==> config.mk <==
export PLATFORM = sky130hd
export DESIGN_NAME = cacc_ctrl
export DESIGN_NICKNAME = d
export VERILOG_FILES = /design/src/hdl/cacc_pkg.sv /design/src/hdl/cacc_ctrl.sv
export SDC_FILE = /design/constraint.sdc
export NUM_CORES = 1
export LEC_CHECK = 0
export ABC_AREA = 1
export BUFFER_PORTS_ARGS = -buffer_cell sky130_fd_sc_hd__buf_4
export CORE_UTILIZATION = 50
export CTS_CLUSTER_DIAMETER = 150
export CTS_CLUSTER_SIZE = 25
export DETAILED_ROUTE_END_ITERATION = 8
export GPL_TIMING_DRIVEN = 0
export PLACE_DENSITY = 0.77
export SYNTH_ARGS = -nofsm -noshare
export SYNTH_HDL_FRONTEND = slang
export SYNTH_SLANG_ARGS = --single-unit
==> constraint.sdc <==
create_clock -name i_clk -period 1.8 [get_ports i_clk]
set_input_delay 0.09 -clock i_clk [delete_from_list [all_inputs] [get_ports i_clk]]
set_output_delay 0.09 -clock i_clk [all_outputs]
set_load 0.03 [all_outputs]
==> src/hdl/cacc_pkg.sv <==
// Shared types, constants and fixed-point helpers for the spacing controller.
// Used by every module of the block; depends on nothing.
package cacc_pkg;

    localparam int CFG_W     = 31;
    localparam int CFG_IDX_W = 3;
    localparam int DIV_NUM_W = 64;
    localparam int DIV_DEN_W = 32;
    localparam int DIV_CNT_W = 6;

    localparam logic [16:0] KF_Q      = 17'd655;
    localparam logic [18:0] KF_R      = 19'd196608;
    localparam logic [16:0] ONE_Q16   = 17'h10000;
    localparam logic signed [18:0] MAX_ACCEL = 19'sd239704;

    localparam logic [CFG_W-1:0] KP_RESET  = 31'd43254;
    localparam logic [CFG_W-1:0] KD_RESET  = 31'd45875;
    localparam logic [CFG_W-1:0] HW_RESET  = 31'd13107;
    localparam logic [CFG_W-1:0] SD_RESET  = 31'd199754;
    localparam logic [CFG_W-1:0] DT_RESET  = 31'd6554;

    localparam logic [2:0] MODE_ACC      = 3'd0;
    localparam logic [2:0] MODE_LOCAL_DU = 3'd2;
    localparam logic [2:0] MODE_LOCAL_RU = 3'd4;

    typedef enum logic [CFG_IDX_W-1:0] {
        CFG_KP       = 3'd0,
        CFG_KD       = 3'd1,
        CFG_HEADWAY  = 3'd2,
        CFG_STANDST  = 3'd3,
        CFG_INTERVAL = 3'd4,
        CFG_CRUISE   = 3'd5,
        CFG_BACKUP   = 3'd6
    } t_cfg_idx;

    typedef enum logic [3:0] {
        STEP_NONE    = 4'd0,
        STEP_CAPTURE = 4'd1,
        STEP_GAIN    = 4'd2,
        STEP_EST     = 4'd3,
        STEP_VAR     = 4'd4,
        STEP_ERR     = 4'd5,
        STEP_RATE    = 4'd6,
        STEP_PTERM   = 4'd7,
        STEP_SUM     = 4'd8,
        STEP_ACCDIV  = 4'd9,
        STEP_OUT     = 4'd10
    } t_step;

    typedef struct packed {
        t_step step;
    } t_dp_cmd;

    typedef struct packed {
        logic div_busy;
        logic div_done;
    } t_dp_status;

    typedef struct packed {
        logic [30:0]        measured_gap;
        logic signed [31:0] own_speed;
        logic signed [31:0] own_accel;
        logic signed [31:0] lead_accel_comm;
        logic signed [31:0] lead_accel_approach;
        logic signed [31:0] lead_accel_local;
        logic               link_lost;
    } t_in_item;

    typedef struct packed {
        logic signed [18:0] commanded_accel;
        logic signed [31:0] filtered_gap;
        logic signed [31:0] spacing_error;
    } t_out_item;

    // Q16.16 product scaled back by 2^16, rounding toward zero.
    function automatic logic signed [47:0] trunc16(input logic signed [63:0] p);
        logic signed [63:0] t;
        t = p + (p[63] ? 64'sd65535 : 64'sd0);
        return $signed(t[63:16]);
    endfunction

    function automatic logic signed [31:0] sat32(input logic signed [63:0] v);
        logic signed [31:0] r;
        if (v > 64'sd2147483647) begin
            r = 32'sh7FFFFFFF;
        end else if (v < -64'sd2147483648) begin
            r = 32'sh80000000;
        end else begin
            r = v[31:0];
        end
        return r;
    endfunction

endpackage

==> src/hdl/cacc_ctrl.sv <==
// Controller: sequences one control tick through the datapath steps and owns
// the handshake flags of both channels. Depends on cacc_pkg.
module cacc_ctrl (
    input  logic                  i_clk,
    input  logic                  i_rst_n,
    input  logic                  i_in_valid,
    output logic                  o_in_ready,
    output logic                  o_out_valid,
    input  logic                  i_out_ready,
    input  cacc_pkg::t_dp_status  i_status,
    output cacc_pkg::t_dp_cmd     o_cmd
);
    typedef enum logic [10:0] {
        S_IDLE   = 11'b000_0000_0001,
        S_WAIT_G = 11'b000_0000_0010,
        S_EST    = 11'b000_0000_0100,
        S_VAR    = 11'b000_0000_1000,
        S_ERR    = 11'b000_0001_0000,
        S_WAIT_R = 11'b000_0010_0000,
        S_PTERM  = 11'b000_0100_0000,
        S_SUM    = 11'b000_1000_0000,
        S_ADIV   = 11'b001_0000_0000,
        S_WAIT_A = 11'b010_0000_0000,
        S_OUT    = 11'b100_0000_0000
    } t_state;

    t_state r_state, n_state;
    logic   r_out_valid, n_out_valid;
    logic   out_free;

    assign out_free = !r_out_valid || i_out_ready;

    always_comb begin
        n_state     = r_state;
        o_cmd.step  = cacc_pkg::STEP_NONE;
        o_in_ready  = 1'b0;
        n_out_valid = r_out_valid && !i_out_ready;
        unique case (r_state)
            S_IDLE: begin
                o_in_ready = 1'b1;
                if (i_in_valid) begin
                    o_cmd.step = cacc_pkg::STEP_CAPTURE;
                    n_state    = S_WAIT_G;
                end
            end
            S_WAIT_G: begin
                if (i_status.div_done) begin
                    o_cmd.step = cacc_pkg::STEP_GAIN;
                    n_state    = S_EST;
                end
            end
            S_EST: begin
                o_cmd.step = cacc_pkg::STEP_EST;
                n_state    = S_VAR;
            end
            S_VAR: begin
                o_cmd.step = cacc_pkg::STEP_VAR;
                n_state    = S_ERR;
            end
            S_ERR: begin
                o_cmd.step = cacc_pkg::STEP_ERR;
                n_state    = S_WAIT_R;
            end
            S_WAIT_R: begin
                if (i_status.div_done) begin
                    o_cmd.step = cacc_pkg::STEP_RATE;
                    n_state    = S_PTERM;
                end
            end
            S_PTERM: begin
                o_cmd.step = cacc_pkg::STEP_PTERM;
                n_state    = S_SUM;
            end
            S_SUM: begin
                o_cmd.step = cacc_pkg::STEP_SUM;
                n_state    = S_ADIV;
            end
            S_ADIV: begin
                o_cmd.step = cacc_pkg::STEP_ACCDIV;
                n_state    = S_WAIT_A;
            end
            S_WAIT_A: begin
                if (i_status.div_done) begin
                    n_state = S_OUT;
                end
            end
            S_OUT: begin
                // The quotient stays in the divider until the result register frees up.
                if (out_free) begin
                    o_cmd.step  = cacc_pkg::STEP_OUT;
                    n_out_valid = 1'b1;
                    n_state     = S_IDLE;
                end
            end
            default: n_state = S_IDLE;
        endcase
    end

    always_ff @(posedge i_clk) begin
        if (!i_rst_n) begin
            r_state     <= S_IDLE;
            r_out_valid <= 1'b0;
        end else begin
            r_state     <= n_state;
            r_out_valid <= n_out_valid;
        end
    end

    assign o_out_valid = r_out_valid;
endmodule

==> reports/results.ini <==
[grt]
antenna_found_initial = 0
grt_pass1_wl_um = 2410
overflow = 0
grt_use_total_pct = 23.3
grt_start_max_net_pins = 11
grt_pass1_vias = 613

[cells_and_area]
design_area_um2 = 877
nets = 140
postLayoutCoreUtil_pct = 65.8
n_antenna_cell = 0
layout-drive-gt1-share_pct = 22.6
area_growth_pct = 19.0

[hold_path]
min_from = i_rst_n
hold_end = r_state[0]$_SDFFE_PN1P_
whs_path_depth = 2
hold_path.class = input pin to flop

[clock_network]
worstSkewPairLatency_ps = 290
root_buffer = clkbuf_4
cts.clk_slew.worst_paths_ps = 80
clockBufferDepth = 2
cts_max_level = 1
cts_buffers = 3
cts_tree = done
numClockSinks = 12

[placement]
hpwl_um = 1220
portBuffers = 10
gp_congestion = 0.840
place_ws_ps = 282
postPlaceCellArea_um2 = 831

[route]
first_pass_iters = 4
wirelength_met1_um = 705
drcViolationCount = 0
via_per_inst = 5.07
met3_length_um = 69
drt_iter0_markers = 11
drtAntennaViolNets = 0
route.top_layer_used = met4
via_count = 750
wl_per_cell_um = 10.5
dr_wl_met2_um = 757
routed_wl_um = 1560

[floorplanning]
die_area_um2 = 1630
core_um2 = 1330
start_util_pct = 55.3
ios = 12
core.rowCount = 13
die_x_um = 40.4
dieHeight_um = 40.4

[setup_path]
cp_slowest_cell = dfxtp_1
crit_top_cell = inv_1
path_cells = nor2_1 -> nand2_2 -> nor3_2 -> inv_1 -> nand2_1 -> inv_1 -> nand4_1 -> buf_4
r2r_start = r_state[1]$_SDFFE_PN0P_
cpPeakStageDelay_ps = 340
crit_required_ps = 1710
r2r_end = r_state[1]$_SDFFE_PN0P_
path_class = flop to primary output
crit_fanout = 4
cp-start-kind = flop
reg2reg_depth = 10
crit_arrival_ps = 1610
rrSetupSlack_ps = 220
crit_path_end_kind = primary output

[synthesis]
synthCells = 119
synth_fp_nets = 125
yosys.area.top_type = dfxtp_1
synthTopCellsByArea = dfxtp_1 (33%), nand2_1 (15%), inv_1 (11%)
ys_ff_latch = 12
synth_seq_area_share_pct = 32.6
synth.distinct_cells = 16
yosys_warnings = 0
syn_area_um2 = 737
postSynthAreaPerCell_um2 = 6.19
synth.top_cell.area_share_pct = 32.6

[timing]
worst_slew_pin_slew_ps = 318
drv_slew = 0
clock_skew_ps = 3.26
final-hold-violation-count = 0
setup_slack_ps = 97.7
finalCriticalPeriod_ps = 1700
holdWs_ps = 31.1
max_freq_ghz = 0.587
max_slew_margin_pct = 78.6
setup_viol = 0
period_share_pct = 94.6

[flow_run]
maxCapViolations = 0

[power]
peakVddDrop_v = 0.000805
p_leak_nw = 0.467
power_density_nw_per_um2 = 1520
totalPowerFinal_mw = 1.33

[run_status]
status = finished clean

## where the power goes
group | total [mW] | internal (mW) | switching, mW
Combinational | 0.755 | 0.260 | 0.496
Sequential | 0.352 | 0.311 | 0.0403
Clock | 0.225 | 0.123 | 0.101
Total | 1.33 | 0.694 | 0.637
## kinds of logic after synthesis
family,synth area share [%]
and+or+nand+nor,52.6
DFF,32.6
buffers and inverters,12.2
AOI/OAI and AO/OA,2.55
## synth_stat cells
master	instances
a21oi_1	1
a21oi_2	1
and3_1	1
buf_6	1
dfxtp_1	12
inv_1	21
nand2_1	30
nand2_2	7
nand3_1	5
nand3_2	2
nand4_1	2
nor2_1	18
nor2_2	2
nor2_4	2
nor3_1	13
o21ai_0	1
## worst max-delay path, delay by kind of cell (launching register included)
family	cells	cell delay [ps]
buf+inv	3	330
flops	1	340
simple gates	5	670
## registers in the layout (all words and copies together), names as in the netlist
| register | cells |
|---|---|
| o_out_valid | 1 |
| r_state | 11 |
## final cells by class
cell class	count	area, um2
multi-input combinational	85	417
inverter	21	78.8
fill	120	457
clock buffer	4	36.3
tap	15	18.8
buffer	1	11.3
sequential	12	240
timing repair buffer	10	75.1
## what timing repair did
item,CTS,global route
setup buffers,0,0
endpoints found under the hold margin,0,0
resized for setup,0,2
hold buffers,0,0
setup endpoints to repair,0,3
## layout by cell type, fill, tap and decap left out, types with 2 or more instances in the layout
master	count
buf_4	10
inv_1	21
dfxtp_1	12
nand2_1	30
nor2_4	3
nor3_1	12
nor2_1	18
nand2_2	7
nand4_1	2
nand3_1	5
clkbuf_4	3
nand3_2	2
## metal layers
layer	vias to the layer above	global-route usage (%)
met5	-	0
met4	0	13.3
met3	5	8.33
met2	16	38.9
met1	332	25.0
li1	397	-
## metrics by stage
step,setup TNS [ps],instances
2_1_floorplan,0,119
3_3_place_gp,0,144
3_5_place_dp,0,144
4_1_cts,0,148
5_1_grt,-9.66,148
6_report,0,148
## worst max-delay path by stage
stage / from / to / cells past startpoint
global route: r_state[8]$_SDFFE_PN0P_ / o_cmd[0] / 8
floorplan: r_state[8]$_SDFFE_PN0P_ / o_cmd[2] / 5
finish: r_state[8]$_SDFFE_PN0P_ / o_cmd[0] / 8
CTS: r_state[1]$_SDFFE_PN0P_ / o_cmd[0] / 8
detailed placement: r_state[1]$_SDFFE_PN0P_ / r_state[1]$_SDFFE_PN0P_ / 10
global placement: r_state[1]$_SDFFE_PN0P_ / r_state[1]$_SDFFE_PN0P_ / 10
(Power assumes the default switching activity.)
